**src/design/bmbm_pkg.sv**
```systemverilog
// ----------------------------------------------------------------------------
// bmbm_pkg: shared types and constants for the bus mapped byte memory
// Operation, status and write policy codes, register map and the
// configuration bundle passed from the register block to the sequencer.
// ----------------------------------------------------------------------------
`default_nettype none

package bmbm_pkg;

	// field widths
	localparam int ADDR_W     = 64;
	localparam int DATA_W     = 64;
	localparam int LEN_W      = 4;
	localparam int OP_W       = 2;
	localparam int ST_W       = 2;
	localparam int SIZE_CFG_W = 17;
	localparam int POL_W      = 2;
	localparam int LANE_W     = 3;

	// stream payload widths (tdata padded to whole bytes)
	localparam int S_TDATA_W = 136;
	localparam int S_TUSER_W = 3;
	localparam int M_TDATA_W = 64;
	localparam int M_TUSER_W = 2;

	// configuration port
	localparam int APB_ADDR_W = 5;
	localparam int APB_DATA_W = 64;
	localparam int REG_IDX_W  = 2;

	// default built capacity in bytes
	localparam int DEF_MEM_BYTES = 65536;

	// operation codes
	localparam logic [OP_W-1:0] OP_READ    = 2'd0;
	localparam logic [OP_W-1:0] OP_FETCH   = 2'd1;
	localparam logic [OP_W-1:0] OP_WRITE   = 2'd2;
	localparam logic [OP_W-1:0] OP_INVALID = 2'd3;

	// status codes
	localparam logic [ST_W-1:0] ST_OK        = 2'd0;
	localparam logic [ST_W-1:0] ST_INVALID   = 2'd1;
	localparam logic [ST_W-1:0] ST_UNMAPPED  = 2'd2;
	localparam logic [ST_W-1:0] ST_READ_ONLY = 2'd3;

	// write policies
	localparam logic [POL_W-1:0] POL_WRITABLE = 2'd0;
	localparam logic [POL_W-1:0] POL_REJECT   = 2'd1;
	localparam logic [POL_W-1:0] POL_IGNORE   = 2'd2;

	// register indexes (byte address = 8 * index)
	localparam logic [REG_IDX_W-1:0] REG_BASE   = 2'd0;
	localparam logic [REG_IDX_W-1:0] REG_SIZE   = 2'd1;
	localparam logic [REG_IDX_W-1:0] REG_POLICY = 2'd2;

	// register reset values
	localparam logic [ADDR_W-1:0]     RST_BASE   = '0;
	localparam logic [SIZE_CFG_W-1:0] RST_SIZE   = 17'h10000;
	localparam logic [POL_W-1:0]      RST_POLICY = 2'd0;

	// configuration bundle
	typedef struct packed {
		logic [ADDR_W-1:0]     base_address;
		logic [SIZE_CFG_W-1:0] mem_size;
		logic [POL_W-1:0]      wr_policy;
	} cfg_t;

endpackage

`default_nettype wire

```
**src/design/bmbm_regs.sv**
```systemverilog
// ----------------------------------------------------------------------------
// bmbm_regs: configuration registers
// APB-style slave holding base address, size in use and write policy.
// Always ready; writes land on the access phase, reads are combinational.
// ----------------------------------------------------------------------------
`default_nettype none

module bmbm_regs (
	input  wire                              clk,
	input  wire                              arst_n,
	input  wire                              psel,
	input  wire                              penable,
	input  wire                              pwrite,
	input  wire [bmbm_pkg::APB_ADDR_W-1:0]   paddr,
	input  wire [bmbm_pkg::APB_DATA_W-1:0]   pwdata,
	output logic [bmbm_pkg::APB_DATA_W-1:0]  prdata,
	output logic                             pready,
	output bmbm_pkg::cfg_t                   cfg
);
	import bmbm_pkg::*;

	logic [REG_IDX_W-1:0] idx;
	logic                 wr_en;
	cfg_t                 cfg_q;

	assign pready = 1'b1;
	assign idx    = paddr[APB_ADDR_W-1:APB_ADDR_W-REG_IDX_W];
	assign wr_en  = psel & penable & pwrite;
	assign cfg    = cfg_q;

	// register writes
	always_ff @(posedge clk or negedge arst_n) begin
		if (!arst_n) begin
			cfg_q.base_address <= RST_BASE;
			cfg_q.mem_size     <= RST_SIZE;
			cfg_q.wr_policy    <= RST_POLICY;
		end else if (wr_en) begin
			case (idx)
				REG_BASE:   cfg_q.base_address <= pwdata[ADDR_W-1:0];
				REG_SIZE:   cfg_q.mem_size     <= pwdata[SIZE_CFG_W-1:0];
				REG_POLICY: cfg_q.wr_policy    <= pwdata[POL_W-1:0];
				default: ;
			endcase
		end
	end

	// read mux
	always_comb begin
		case (idx)
			REG_BASE:   prdata = APB_DATA_W'(cfg_q.base_address);
			REG_SIZE:   prdata = APB_DATA_W'(cfg_q.mem_size);
			REG_POLICY: prdata = APB_DATA_W'(cfg_q.wr_policy);
			default:    prdata = '0;
		endcase
	end

endmodule

`default_nettype wire

```
**config.mk**
```make
export PLATFORM = sky130hd
export DESIGN_NAME = bmbm_regs
export DESIGN_NICKNAME = d
export VERILOG_FILES = /design/src/design/bmbm_pkg.sv /design/src/design/bmbm_regs.sv
export SDC_FILE = /design/constraint.sdc
export NUM_CORES = 1
export LEC_CHECK = 0
export BUFFER_PORTS_ARGS = -buffer_cell sky130_fd_sc_hd__buf_2
export CAP_MARGIN = 0
export CORE_ASPECT_RATIO = 1.1
export CORE_MARGIN = 2
export CORE_UTILIZATION = 44
export DETAILED_ROUTE_END_ITERATION = 6
export HOLD_SLACK_MARGIN = 0.1
export MAX_ROUTING_LAYER = met4
export PLACE_DENSITY = 0.81
export SLEW_MARGIN = 25
export SYNTH_ARGS = -nofsm -noshare
export SYNTH_HDL_FRONTEND = slang
export SYNTH_SLANG_ARGS = --single-unit
```
**constraint.sdc**
```tcl
create_clock -name clk -period 1.1 [get_ports clk]
set_input_delay 0.11 -clock clk [delete_from_list [all_inputs] [get_ports clk]]
set_output_delay 0.11 -clock clk [all_outputs]
set_load 0.01 [all_outputs]
```
Word-level counts from Yosys, hierarchy flattened
Index checks and enable logic that the tools add are counted.
{"block": "op_classes", "n_eq_ne": 2, "n_mux": 1, "n_bitwise": 2, "reduce_logical": 4}
{"operator": "one-hot mux 64 bit (3 select lines)", "count": 1}
{"operator": "AND reduction 2 bit", "count": 3}
{"operator": "bitwise AND 1 bit", "count": 2}
{"operator": "== test 2 x 1 -> 1 bit (second input constant)", "count": 1}
{"operator": "== test 2 bit (second input constant)", "count": 1}
{"operator": "zero test 2 bit", "count": 1}
{"block": "word_totals", "register_bits": 83, "inputBits": 74, "output_inout_bits": 148, "elab_cells": 12}

Longest topological paths before layout
{"block": "logic_depth", "ltp_word": 3, "mapped_depth": 4, "mapped_depth_nobuf": 3}

Worst setup path after synthesis
Ideal clock, no wire load.
{"block": "synth_timing", "path_kind": "in2reg", "start": "input port pwrite", "end": "register cfg_q (netlist bit cfg[24])", "setup_ns": 0.125, "arrival_ns": 1.144, "required_time_ns": 0.975, "path_slack_ns": -0.169, "stages": 4, "path_buffers": 1, "cell_sequence": "nand3_2 nor3_4 buf_6 mux2_2"}
{"block": "synth_via", "elab_chain_cells": 2}
{"item": "from (decl)", "line_no": "bmbm_regs.sv:13", "text": "input wire pwrite,"}
{"item": "bitwise AND 1 bit", "line_no": "bmbm_regs.sv:28", "text": "assign wr_en = psel & penable & pwrite;"}
{"item": "AND reduction 2 bit (no line)"}
{"item": "to (decl)", "line_no": "bmbm_regs.sv:24", "text": "cfg_t cfg_q;"}
No other way between the ends.
A chain may end at the register's enable or synchronous reset.

Final worst setup path
{"block": "layout_timing", "start": "register cfg_q (netlist bit cfg[18])", "end": "output port prdata[16] (netlist bit)"}
{"block": "layout_via", "elab_chain_cells": 1}
{"item": "one-hot mux 64 bit (3 select lines)", "line_no": "bmbm_regs.sv:49", "text": "case (idx)"}
{"item": "to (decl)", "line_no": "bmbm_regs.sv:16", "text": "output logic [bmbm_pkg::APB_DATA_W-1:0] prdata,"}
No other way between the ends.

==> results.ini <==
[floorplanning]
die_w_um=91.95
io_pins=222
initial_core_util_pct=44.99
core_um2=8320
std_cell_rows=35
die_area_um2=9263
die_h_um=100.7

[sta]
setup_viol=76
hold_slack_ns=0.3329
tns_ns=-3.865
period_needed_ns=1.321
slew_viol_final=0
clock_skew_ns=0
max_freq_mhz=757.0
timing.final.crit_share_pct=120.1
hold_viol=0
rsz0062_at_grt=true
worst_slack_ns=-0.2211

[drt]
wl_um=14800
ant_nets=0
drc=0
via_count=3751
initialDrtViolationCount=115
wl_per_cell_um=19.97
firstDrtPassIters=4
viasPerCell=5.062

[global_routing]
grt_use_total_pct=27.56
grt_pass1_vias=3856
gr-total-overflow=0
grt_start_max_net_pins=84
grt_antenna_before_repair=1
grt_pass1_wl_um=19310

[cts]
cts.htree.levels=3
numCtsBuffers=9
clk_latency_ns=0.33
clockBufferDepth=2
cts_tree=yes
numClockSinks=83
clockRootBuffer=clkbuf_8
clkTransAtPathRegs_ns=0.09

[outcome]
violations=setup timing
run_status=complete, but fails checks

[synthesis]
synth_compound_area_share_pct=0.2674
yosys_warnings=0
ys_ff_latch=83
postSynthAreaPerCell_um2=13.71
syn_area_um2=3744
synthCells=273
synth-simple-area-share_pct=11.23
synth_mux_area_share_pct=29.51
synth_top_family_by_area=multiplexers
synth_cell_type_count=20
yosys.area_share.adder_pct=0
yosysSeqAreaShare_pct=55.51
synth_xor_area_share_pct=0
syn-num-nets=347

[setup_path]
criticalPathCategory=register to output pin
r2r_end=cfg[17]
r2r_cells=3
startpoint=cfg[18]
crit_fanout=2
r2r_setup_slack_ns=0.04
crit_required_ns=0.99
arrival_ns=1.21
startpoint_type=register
r2r-start=cfg[17]
endpoint_kind=output pin
worstSetupEndpoint=prdata[16]

[placed_design]
dpl_cell_area_um2=5037
dp_hpwl_um=6899
portBuffers=217
place.gp.congestion=0.7650

[layout]
n_fill_cell=413
drive_gt1_share_pct=62.74
area_delta_synth_final_pct=86.50
postLayoutCoreUtil_pct=83.91
ff_latch_area_um2=2078
largest_reg_flops=83
finalNetCount=697
final_cell_area_um2=6982
multi_input_area_um2=1634

[pwr]
power_density_nw_per_um2=1690
p_leak_uw=0.003583
vdd_ir_drop_max_mv=1.160

[min_path]
hold_class=input pin to async pin

[job]
cap_violations=0

area by class of cell:
type,instances,area share (%)
Timing Repair Buffer,356,41.42
Clock inverter,5,1.470
Sequential cell,83,29.77
Multi-Input combinational cell,173,23.41
Tap cell,111,1.989
Antenna cell,2,0.07168
Clock buffer,11,1.882
cells by family (layout without fill, tap and decap cells):
family | Yosys count | after routing
other cells | 1 | 3
compound gates | 2 | 2
mux | 100 | 100
simple gates | 70 | 70
buf+inv | 17 | 372
flops | 83 | 83
worst max-delay path, stage by stage (launching register included):
cell and delay, ns:
dfstp_2 0.54, mux2i_1 0.07, nor2_1 0.11, buf_2 0.14
synthesized netlist by cell type:
master    instances  area [µm²]
dfrtp_1          82        2052
mux2_2           68       765.7
and2_1           47       294.0
mux2i_1          17       170.2
nor2_1           16       60.06
mux2_1           15       168.9
buf_6             7       78.83
clkbuf_1          5       18.77
buf_2             2       10.01
buf_4             2       15.01
nand2_1           2       7.510
o21ai_0           2       10.01
buf_1             1       3.750
conb_1            1       3.750
dfstp_2           1       26.28
nand3_2           1       10.01
nor2b_1           1       6.260
nor3_4            1       16.27
nor3b_1           1       7.510
nor3b_4           1       18.77
layout by cell type, fill, tap and decap left out, drive strengths merged:
master | Yosys | final
and2 | 47 | 47
buf | 12 | 291
bufinv | 0 | 3
clkbuf | 5 | 11
clkinv | 0 | 1
clkinvlp | 0 | 1
conb | 1 | 1
dfrtp | 82 | 82
dfstp | 1 | 1
diode | 0 | 2
dlygate4sd3 | 0 | 65
mux2 | 83 | 83
mux2i | 17 | 17
nand2 | 2 | 2
nand3 | 1 | 1
nor2 | 16 | 16
nor2b | 1 | 1
nor3 | 1 | 1
nor3b | 2 | 2
o21ai | 2 | 2
power breakdown:
group | total [µW] | switching, µW | internal, µW | leakage [µW]
logic | 4820 | 1910 | 2910 | 0.00245
registers | 4420 | 648 | 3770 | 0.00102
clock network | 2560 | 1050 | 1510 | 0.000114
total | 11800 | 3610 | 8190 | 0.00358
metrics by stage:
stage               worst slack (ns)  instances  power [µW]
finish                       -0.2211        741       11800
global route                 -0.3153        740       12320
CTS                          -0.1710        713       10670
detailed placement           -0.2463        594        7129
global placement             -0.1971        594        7018
floorplan                    -0.1232        273        5709
worst min path at each step:
stage	start	end	slack [ns]	cells past startpoint
global route	paddr[3]	cfg[1]	0.33	4
finish	arst_n	cfg[57]	0.33	3
CTS	arst_n	cfg[61]	0.34	3
global placement	arst_n	cfg[65]	0.17	2
detailed placement	arst_n	cfg[61]	0.17	2
floorplan	arst_n	cfg[0]	-0.19	0
what timing repair did:
action | 4_1_cts | 5_1_grt
setup buffers | 38 | 27
pin swaps | 14 | 17
hold buffers | 65 | 0
endpoints found under the hold margin | 165 | 0
endpoints found under the setup margin | 65 | 97
gates resized for setup | 32 | 84
cloned | 2 | 0
per-layer routing:
layer	global-route usage (%)	wire (µm)
met4	11.48	377
met2	50.11	8104
met5	-	0
met3	4.114	810
met1	30.26	5503
No activity file was read; power rests on OpenSTA's default activity.
