`config.mk`:
```
export PLATFORM = sky130hd
export DESIGN_NAME = bmbm_ctrl
export DESIGN_NICKNAME = d
export VERILOG_FILES = /design/src/design/bmbm_pkg.sv /design/src/design/bmbm_ctrl.sv
export SDC_FILE = /design/constraint.sdc
export NUM_CORES = 1
export LEC_CHECK = 0
export BUFFER_PORTS_ARGS = -buffer_cell sky130_fd_sc_hd__buf_4
export CORE_MARGIN = 5
export CORE_UTILIZATION = 51
export CTS_CLUSTER_SIZE = 8
export DETAILED_ROUTE_END_ITERATION = 10
export GPL_ROUTABILITY_DRIVEN = 1
export MAX_ROUTING_LAYER = met4
export PLACE_DENSITY = 0.84
export SLEW_MARGIN = 40
export SYNTH_ARGS = -nofsm -noshare
export SYNTH_HDL_FRONTEND = slang
export SYNTH_SLANG_ARGS = --single-unit
```
`constraint.sdc`:
```
create_clock -name clk -period 6.1 [get_ports clk]
set_input_delay 1.83 -clock clk [delete_from_list [all_inputs] [get_ports clk]]
set_output_delay 1.83 -clock clk [all_outputs]
set_load 0.05 [all_outputs]
```
`src/design/bmbm_pkg.sv`:
```
// ----------------------------------------------------------------------------
// bmbm_pkg: shared types and constants for the bus mapped byte memory
// Operation, status and write policy codes, register map and the
// configuration bundle passed from the register block to the sequencer.
// ----------------------------------------------------------------------------
`default_nettype none

package bmbm_pkg;

	// field widths
	localparam int ADDR_W     = 64;
	localparam int DATA_W     = 64;
	localparam int LEN_W      = 4;
	localparam int OP_W       = 2;
	localparam int ST_W       = 2;
	localparam int SIZE_CFG_W = 17;
	localparam int POL_W      = 2;
	localparam int LANE_W     = 3;

	// stream payload widths (tdata padded to whole bytes)
	localparam int S_TDATA_W = 136;
	localparam int S_TUSER_W = 3;
	localparam int M_TDATA_W = 64;
	localparam int M_TUSER_W = 2;

	// configuration port
	localparam int APB_ADDR_W = 5;
	localparam int APB_DATA_W = 64;
	localparam int REG_IDX_W  = 2;

	// default built capacity in bytes
	localparam int DEF_MEM_BYTES = 65536;

	// operation codes
	localparam logic [OP_W-1:0] OP_READ    = 2'd0;
	localparam logic [OP_W-1:0] OP_FETCH   = 2'd1;
	localparam logic [OP_W-1:0] OP_WRITE   = 2'd2;
	localparam logic [OP_W-1:0] OP_INVALID = 2'd3;

	// status codes
	localparam logic [ST_W-1:0] ST_OK        = 2'd0;
	localparam logic [ST_W-1:0] ST_INVALID   = 2'd1;
	localparam logic [ST_W-1:0] ST_UNMAPPED  = 2'd2;
	localparam logic [ST_W-1:0] ST_READ_ONLY = 2'd3;

	// write policies
	localparam logic [POL_W-1:0] POL_WRITABLE = 2'd0;
	localparam logic [POL_W-1:0] POL_REJECT   = 2'd1;
	localparam logic [POL_W-1:0] POL_IGNORE   = 2'd2;

	// register indexes (byte address = 8 * index)
	localparam logic [REG_IDX_W-1:0] REG_BASE   = 2'd0;
	localparam logic [REG_IDX_W-1:0] REG_SIZE   = 2'd1;
	localparam logic [REG_IDX_W-1:0] REG_POLICY = 2'd2;

	// register reset values
	localparam logic [ADDR_W-1:0]     RST_BASE   = '0;
	localparam logic [SIZE_CFG_W-1:0] RST_SIZE   = 17'h10000;
	localparam logic [POL_W-1:0]      RST_POLICY = 2'd0;

	// configuration bundle
	typedef struct packed {
		logic [ADDR_W-1:0]     base_address;
		logic [SIZE_CFG_W-1:0] mem_size;
		logic [POL_W-1:0]      wr_policy;
	} cfg_t;

endpackage

`default_nettype wire

```
`src/design/bmbm_ctrl.sv`:
```
// ----------------------------------------------------------------------------
// bmbm_ctrl: access sequencer
// Clears the memory after reset, checks each access (length, base, range,
// policy, operation), then walks the bytes of a passing access one per cycle
// and holds the result in an output register.
// ----------------------------------------------------------------------------
`default_nettype none

module bmbm_ctrl #(
	parameter int MEM_BYTES = 65536,
	parameter int AW        = 16
) (
	input  wire                              clk,
	input  wire                              arst_n,
	input  bmbm_pkg::cfg_t                   cfg,
	// request stream
	input  wire                              s_tvalid,
	output logic                             s_tready,
	input  wire [bmbm_pkg::S_TDATA_W-1:0]    s_tdata,
	input  wire [bmbm_pkg::S_TUSER_W-1:0]    s_tuser,
	// result stream
	output logic                             m_tvalid,
	input  wire                              m_tready,
	output logic [bmbm_pkg::M_TDATA_W-1:0]   m_tdata,
	output logic [bmbm_pkg::M_TUSER_W-1:0]   m_tuser,
	// memory port
	output logic                             mem_we,
	output logic [AW-1:0]                    mem_addr,
	output logic [7:0]                       mem_wdata,
	input  wire [7:0]                        mem_rdata
);
	import bmbm_pkg::*;

	localparam int CAP_W  = $clog2(MEM_BYTES + 1);
	localparam int SIZE_W = (CAP_W > SIZE_CFG_W) ? CAP_W : SIZE_CFG_W;

	localparam logic [2:0] S_CLEAR  = 3'd0;
	localparam logic [2:0] S_IDLE   = 3'd1;
	localparam logic [2:0] S_CHECK  = 3'd2;
	localparam logic [2:0] S_RANGE  = 3'd3;
	localparam logic [2:0] S_ACCESS = 3'd4;
	localparam logic [2:0] S_DRAIN  = 3'd5;
	localparam logic [2:0] S_FINISH = 3'd6;

	logic [2:0]        state_q;
	logic [AW-1:0]     clr_q;

	// captured request
	logic [OP_W-1:0]   op_q;
	logic [ADDR_W-1:0] addr_q;
	logic [LEN_W-1:0]  len_q;
	logic              big_q;
	logic [DATA_W-1:0] wdata_q;

	// check results
	logic [ADDR_W-1:0] offset_q;
	logic              inval_q;
	logic              is_wr_q;
	logic [ST_W-1:0]   st_q;

	// byte walk
	logic [AW-1:0]     baddr_q;
	logic [LANE_W-1:0] cnt_q;
	logic [DATA_W-1:0] rdata_q;
	logic              rd_v_s1;
	logic [LANE_W-1:0] lane_s1;

	// output register
	logic              m_tvalid_q;
	logic [DATA_W-1:0] m_data_q;
	logic [ST_W-1:0]   m_st_q;

	logic [LANE_W-1:0] lane;
	logic [LEN_W-1:0]  len_m1;
	logic              last_byte;
	logic [SIZE_W-1:0] used_size;
	logic [SIZE_W:0]   end_sum;
	logic              unmapped;
	logic              out_free;
	logic              out_load;

	assign s_tready = (state_q == S_IDLE);
	assign m_tvalid = m_tvalid_q;
	assign m_tdata  = m_data_q;
	assign m_tuser  = m_st_q;
	assign out_free = !m_tvalid_q || m_tready;
	assign out_load = (state_q == S_FINISH) && out_free;

	// byte lane for the current step: reversed for big-endian
	assign len_m1    = len_q - LEN_W'(1);
	assign last_byte = ({1'b0, cnt_q} == len_m1);
	assign lane      = big_q ? LANE_W'(len_m1 - {1'b0, cnt_q}) : cnt_q;

	// range check: size clamped to capacity, whole access must fit
	assign used_size = (SIZE_W'(cfg.mem_size) > SIZE_W'(MEM_BYTES)) ?
		SIZE_W'(MEM_BYTES) : SIZE_W'(cfg.mem_size);
	assign end_sum   = {1'b0, offset_q[SIZE_W-1:0]} + (SIZE_W+1)'(len_q);
	assign unmapped  = (|offset_q[ADDR_W-1:SIZE_W]) || (end_sum > {1'b0, used_size});

	// memory port
	always_comb begin
		case (state_q)
			S_CLEAR: begin
				mem_we    = 1'b1;
				mem_addr  = clr_q;
				mem_wdata = '0;
			end
			S_ACCESS: begin
				mem_we    = is_wr_q;
				mem_addr  = baddr_q;
				mem_wdata = wdata_q[{lane, 3'b000} +: 8];
			end
			default: begin
				mem_we    = 1'b0;
				mem_addr  = baddr_q;
				mem_wdata = '0;
			end
		endcase
	end

	// sequencer
	always_ff @(posedge clk or negedge arst_n) begin
		if (!arst_n) begin
			state_q    <= S_CLEAR;
			clr_q      <= '0;
			rd_v_s1    <= 1'b0;
			m_tvalid_q <= 1'b0;
		end else begin
			rd_v_s1 <= (state_q == S_ACCESS) && !is_wr_q;
			// output register: load on finish, else clear on transfer
			if (out_load) begin
				m_tvalid_q <= 1'b1;
			end else if (m_tvalid_q && m_tready) begin
				m_tvalid_q <= 1'b0;
			end
			case (state_q)
				S_CLEAR: begin
					clr_q <= clr_q + AW'(1);
					if (clr_q == AW'(MEM_BYTES - 1)) begin
						state_q <= S_IDLE;
					end
				end
				S_IDLE: begin
					if (s_tvalid) begin
						state_q <= S_CHECK;
					end
				end
				S_CHECK: begin
					state_q <= S_RANGE;
				end
				S_RANGE: begin
					if (inval_q || unmapped) begin
						state_q <= S_FINISH;
					end else if (op_q == OP_WRITE) begin
						if (cfg.wr_policy == POL_REJECT ||
							cfg.wr_policy == POL_IGNORE) begin
							state_q <= S_FINISH;
						end else begin
							state_q <= S_ACCESS;
						end
					end else if (op_q == OP_INVALID) begin
						state_q <= S_FINISH;
					end else begin
						state_q <= S_ACCESS;
					end
				end
				S_ACCESS: begin
					if (last_byte) begin
						state_q <= is_wr_q ? S_FINISH : S_DRAIN;
					end
				end
				S_DRAIN: begin
					state_q <= S_FINISH;
				end
				S_FINISH: begin
					if (out_free) begin
						state_q <= S_IDLE;
					end
				end
				default: begin
					state_q <= S_IDLE;
				end
			endcase
		end
	end

	// datapath registers
	always_ff @(posedge clk) begin
		case (state_q)
			S_IDLE: begin
				op_q    <= s_tuser[OP_W-1:0];
				big_q   <= s_tuser[OP_W];
				addr_q  <= s_tdata[ADDR_W-1:0];
				len_q   <= s_tdata[ADDR_W +: LEN_W];
				wdata_q <= s_tdata[ADDR_W+LEN_W +: DATA_W];
				rdata_q <= '0;
			end
			S_CHECK: begin
				// base check and length check
				offset_q <= addr_q - cfg.base_address;
				inval_q  <= (addr_q < cfg.base_address) || (len_q == '0) ||
					(len_q > LEN_W'(8));
			end
			S_RANGE: begin
				baddr_q <= offset_q[AW-1:0];
				cnt_q   <= '0;
				is_wr_q <= (op_q == OP_WRITE);
				if (inval_q) begin
					st_q <= ST_INVALID;
				end else if (unmapped) begin
					st_q <= ST_UNMAPPED;
				end else if (op_q == OP_WRITE) begin
					st_q <= (cfg.wr_policy == POL_REJECT) ? ST_READ_ONLY : ST_OK;
				end else if (op_q == OP_INVALID) begin
					st_q <= ST_INVALID;
				end else begin
					st_q <= ST_OK;
				end
			end
			S_ACCESS: begin
				baddr_q <= baddr_q + AW'(1);
				cnt_q   <= cnt_q + LANE_W'(1);
				lane_s1 <= lane;
			end
			S_FINISH: begin
				if (out_free) begin
					m_data_q <= rdata_q;
					m_st_q   <= st_q;
				end
			end
			default: ;
		endcase
		// read data lands in the cycle after its address
		if (rd_v_s1) begin
			rdata_q[{lane_s1, 3'b000} +: 8] <= mem_rdata;
		end
	end

endmodule

`default_nettype wire

```
---- Word level (Yosys, flattened, before mapping) ----
Cells that the tools add are included.
Widths: inputs -> output; s select.
word-level totals
  register bits after elaboration ......... 376
  input bits .............................. 234
  output and inout bits ................... 93
  logic and storage cells ................. 94
operators by class
  add/sub/neg operators ................... 8
  order comparisons ....................... 4
  equality and inequality tests ........... 16
  shifts and indexed selects .............. 3
  mux-type cells .......................... 26
  reductions and logical operators ........ 18
operators by type and width
  operator                count
  $mux 64                 2
  $bwmux 64               1
  $lt 64x64->1            1
  $shift 8x8->64 const A  1
  $shiftx 64x7->8         1
  $shiftx 8x8->64         1
  $sub 64x64->64          1
  $reduce_or 47->1        1
  $add 16x1->16 const B   2
  $pmux 16 s2             1
  $mux 3                  7
  $pmux 3 s7              1
  $add 17x4->18           1
  $gt 18x17->1            1
  $gt 17x17->1 const B    1
  $mux 17                 1
  $eq 16x16->1 const B    1
  $mux 16                 1
  $mux 2                  6
  $eq 3x3->1 const B      3
  $mux 8                  1
  $ne 2x2->1 const B      4
  $neg 6->8               1
  $eq 2x2->1 const B      3
  other kinds (19)        31

---- Depth between registers and ports, before layout ----
  word-level depth ........................ 7
  depth in mapped cells ................... 19
  mapped depth without buffers ............ 19

---- Worst setup path after synthesis ----
OpenSTA, ideal clock, no wires.
  path kind ............................... reg2out
  start ................................... reg state_q[0]
  end ..................................... out s_tready
  arrival ................................. 4.422 ns
  required time ........................... 4.270 ns
  path slack .............................. -0.152 ns
  stages on the path, launching flop included .. 7
  buffers on the path ..................... 4
  cell sequence ........................... dfrtp_1 clkbuf_1 or3b_2 clkbuf_1 clkbuf_1 buf_1 inv_1
between the ends
  cells in the longest elaborated chain, start to end .. 1
ends and longest elaborated chain
  what                    line              text
  start, declared         bmbm_ctrl.sv:45   logic [2:0] state_q;
  start signal, assigned  bmbm_ctrl.sv:169  state_q <= is_wr_q ? S_FINISH : S_DRAIN;
  $eq 3x1->1              bmbm_ctrl.sv:82   assign s_tready = (state_q == S_IDLE);
  end, declared           bmbm_ctrl.sv:18   output logic s_tready,
No other way between the ends.

---- Final worst setup path ----
  start ................................... reg len_q[1]
  end ..................................... out mem_wdata[6]
between the ends
  cells in the longest elaborated chain, start to end .. 5
ends and longest elaborated chain
  what                    line              text
  start, declared         bmbm_ctrl.sv:51   logic [LEN_W-1:0] len_q;
  start signal, assigned  bmbm_ctrl.sv:194  len_q <= s_tdata[ADDR_W +: LEN_W];
  $sub 4x1->4             bmbm_ctrl.sv:90   assign len_m1 = len_q - LEN_W'(1);
  $sub 3x3->3             bmbm_ctrl.sv:92   assign lane = big_q ? LANE_W'(len_m1 - {1'b0, cnt_q}) : cnt_q;
  $mux 3                  bmbm_ctrl.sv:92
  $shiftx 64x7->8         bmbm_ctrl.sv:111  mem_wdata = wdata_q[{lane, 3'b000} +: 8];
  $mux 8                  bmbm_ctrl.sv:102  case (state_q)
  end, declared           bmbm_ctrl.sv:29   output logic [7:0] mem_wdata,
No other way between the ends.

==> metrics <==
status=completed; Wirelength per Cell=18.14 µm; Period minus WS final=5197 ps; most frequent cell on the critical path=buf_4; DP Area=21160 µm²; final setup TNS=0 ps; CTS root buf=clkbuf_16; CTS tree=yes; Worst Clk Skew=35.14 ps; peak supply drop=0.0003442 V; cell area after layout=22680 µm²; final period utilization=0.8520; CP peak stage delay=560 ps; layout cells sized above 1=0.2215; syn_area_per_cell=11.35 µm²; Placer Congestion=0.9036; power per cell area=458.5 nW/µm²; CP max stage cell=mux4_2; GRT overflow=0; Tot Pwr=10.40 mW; CP Class=reg -> out; Reg clk slew, reported paths=50 ps; H-Tree Depth=2; hold buffer count at cts=0; Switching Fraction=0.3622; Mapped Cells=1613; Hold WC Path Type=reg -> reg; Core ar.=35480 µm²; flop and latch count out of synthesis=376; Int Power=6.631 mW; number of global-route vias before repair=13570; die area=39780 µm²; CP max FO=17; number of fill cells=2655; RSZ-0062 raised after global routing=false; crit-path cells=inv_1 -> ha_1 -> fa_1 -> a21oi_2 -> buf_4 -> mux4_2 -> mux2i_1 -> nor2_1 -> buf_4; clock tree buffer depth=3; area of the mapped netlist=18300 µm²; die width=199.4 µm; Seq/Total Area, Yosys=0.5762; drt drc=0; port bufs=322; largest net degree at the start of global routing=70; Slew headroom=0.4747; CP arrival=3370 ps; WL final=44200 µm; gr usage total=0.2235; Die H=199.4 µm; final setup margin=902.5 ps; Post-CTS Setup Bufs=0; combinational fraction of design power=0.365; main flop type after synthesis=edfxtp_1; slew at the pin closest to its max-slew limit=787.9 ps; clk sinks=376; area grow syn2layout=23.91%; max_cap viols=0; Psw=3.766 mW; Worst-Skew Late Latency=590 ps; antenna violations before repair=3; clock share of power=0.254; Starting Density=0.5158; sequential share of power=0.381; Final Hold Viols=0; Final Slew Violations=0; Post-synth EDFFs=291; DR vias/cell=5.534; DP Worst Slack=1155 ps; Synth async-reset ratio=0.05585; Post-CTS Resized=0; initial DRC count=924; Synth Net Count=1945; Setup Viol. Count Final=0; Data required, critical path=4270 ps; NumNets Final=2276; crit end category=output port; total number of vias=13490; first-pass GRT wire length=68990 µm; final core occ=0.6392; leakage power=9.405 nW; TritonRoute pass-1 iters=6; Post-DP HPWL=33170 µm; CTS Buf Count=53; Ys Warns=0; antenna violation net count after detailed routing=0; Synth cell types=75; Ports=327; FMAX=0.1924 GHz; Worst Setup Start Kind=flop; Rows=69
Yosys cell counts, types with 6 or more instances:
master	number	area, µm²
a211oi_1	8	60.06
nand2b_1	9	56.30
edfxtp_1	291	8738
and3_1	11	68.82
o21ai_0	86	430.4
a21oi_1	87	435.4
nor2_1	76	285.3
o21bai_1	14	105.1
o21a_1	8	60.06
o21ai_1	8	40.04
nor3_1	14	70.07
dfrtp_1	21	525.5
mux2i_1	9	90.09
mux4_2	16	360.4
xor2_1	44	385.4
or3_1	6	37.54
nor2b_1	8	50.05
nand3_1	89	445.4
o22ai_1	6	37.54
nand4_1	32	200.2
xnor2_1	64	560.5
buf_2	8	40.04
nand2_1	232	870.8
dfxtp_1	64	1281
nor4_1	17	106.4
inv_1	105	394.1
ha_1	95	1189
a21o_1	46	345.3
clkbuf_1	42	157.7
cell families (layout without fill, tap and decap cells):
kind of cell    Yosys count  in the layout  share of synthesized area
buf+inv                 163            523                    0.03439
xor+xnor                108            108                    0.05168
compound gates          318            318                     0.1113
fa+ha+maj                98             98                    0.06823
other cells               0              3                          0
flops                   376            376                     0.5762
simple gates            524            524                     0.1330
mux                      26             26                    0.02523
routing by layer:
| metal | share of wire | track usage |
|---|---|---|
| met1 | 0.40 | 0.2809 |
| met2 | 0.49 | 0.3690 |
| met3 | 0.078 | 0.03777 |
| met4 | 0.034 | 0.08025 |
| met5 | 0 | - |
placed cells by master (no fill, tap or decap), drive strengths merged, types with 6 or more instances in the layout:
cell type | netlist | routed
nor4 | 17 | 17
o21a | 8 | 8
a21oi | 90 | 90
nor2b | 8 | 8
o22ai | 6 | 6
o21ai | 95 | 95
clkbuf | 42 | 80
dfrtp | 21 | 21
a21o | 46 | 46
buf | 15 | 333
o21bai | 14 | 14
inv | 105 | 106
xnor2 | 64 | 64
and3 | 12 | 12
mux2i | 9 | 9
a31oi | 6 | 6
a211oi | 10 | 10
edfxtp | 291 | 291
mux4 | 16 | 16
dfxtp | 64 | 64
or3 | 6 | 6
nand2b | 9 | 9
nor2 | 76 | 76
ha | 95 | 95
nor3 | 15 | 15
nand2 | 232 | 232
nand4 | 34 | 34
xor2 | 44 | 44
nand3 | 89 | 89
layout make-up:
cell class,instances,area [µm²],area share
Sequential cell,376,10550,0.4650
Tap cell,461,576.8,0.02543
Clock inverter,4,67.56,0.002979
Multi-Input combinational cell,1074,7146,0.3151
Timing Repair Buffer,333,2507,0.1106
Clock buffer,80,1428,0.06295
Antenna cell,3,7.507,0.0003310
Inverter,106,401.6,0.01771
power by group through the flow:
stage	Combinational [mW]	Clock [mW]	Sequential, mW
4_1_cts	3.80	2.70	3.96
3_5_place_dp	3.77	0	4.01
3_3_place_gp	3.69	0	3.97
5_1_grt	4.14	2.82	4.02
6_report	3.79	2.65	3.96
2_1_floorplan	2.55	0	4.15
state kept, by name, summed over array words and instances (netlist names), 3 cells and up:
name,count
m_tdata,64
clr_q,16
offset_q,64
addr_q,64
state_q,3
lane_s1,3
baddr_q,16
wdata_q,64
len_q,4
rdata_q,64
cnt_q,3
stage by stage:
stage	cells	hold WS, ps
after detailed placement	2350	414.4
after floorplan	1613	400.3
after global routing	2437	430.6
final	2437	427.2
after global placement	2350	405.0
after CTS	2434	426.0
worst paths after layout:
check                            startpoint           end  slack, ps  cells after the start
min in group asynchronous            arst_n     clr_q[10]       1120                      1
worst min register to register  rdata_q[34]   m_tdata[34]        430                      0
worst min-delay path            rdata_q[34]   m_tdata[34]        430                      0
max in group asynchronous            arst_n       rd_v_s1       4750                      1
worst max register to register     len_q[0]    state_q[1]       2060                     17
worst max-delay path               len_q[1]  mem_wdata[6]        900                      9
worst max-delay path: cells and delay by family (launching register included):
family	cells	cell delay [ps]
AOI/OAI and AO/OA	1	140
adders and majority gates	2	790
buffers and inverters	3	640
DFF	1	440
muxes	2	710
and+or+nand+nor	1	70
No activity file was read; power rests on OpenSTA's default activity.
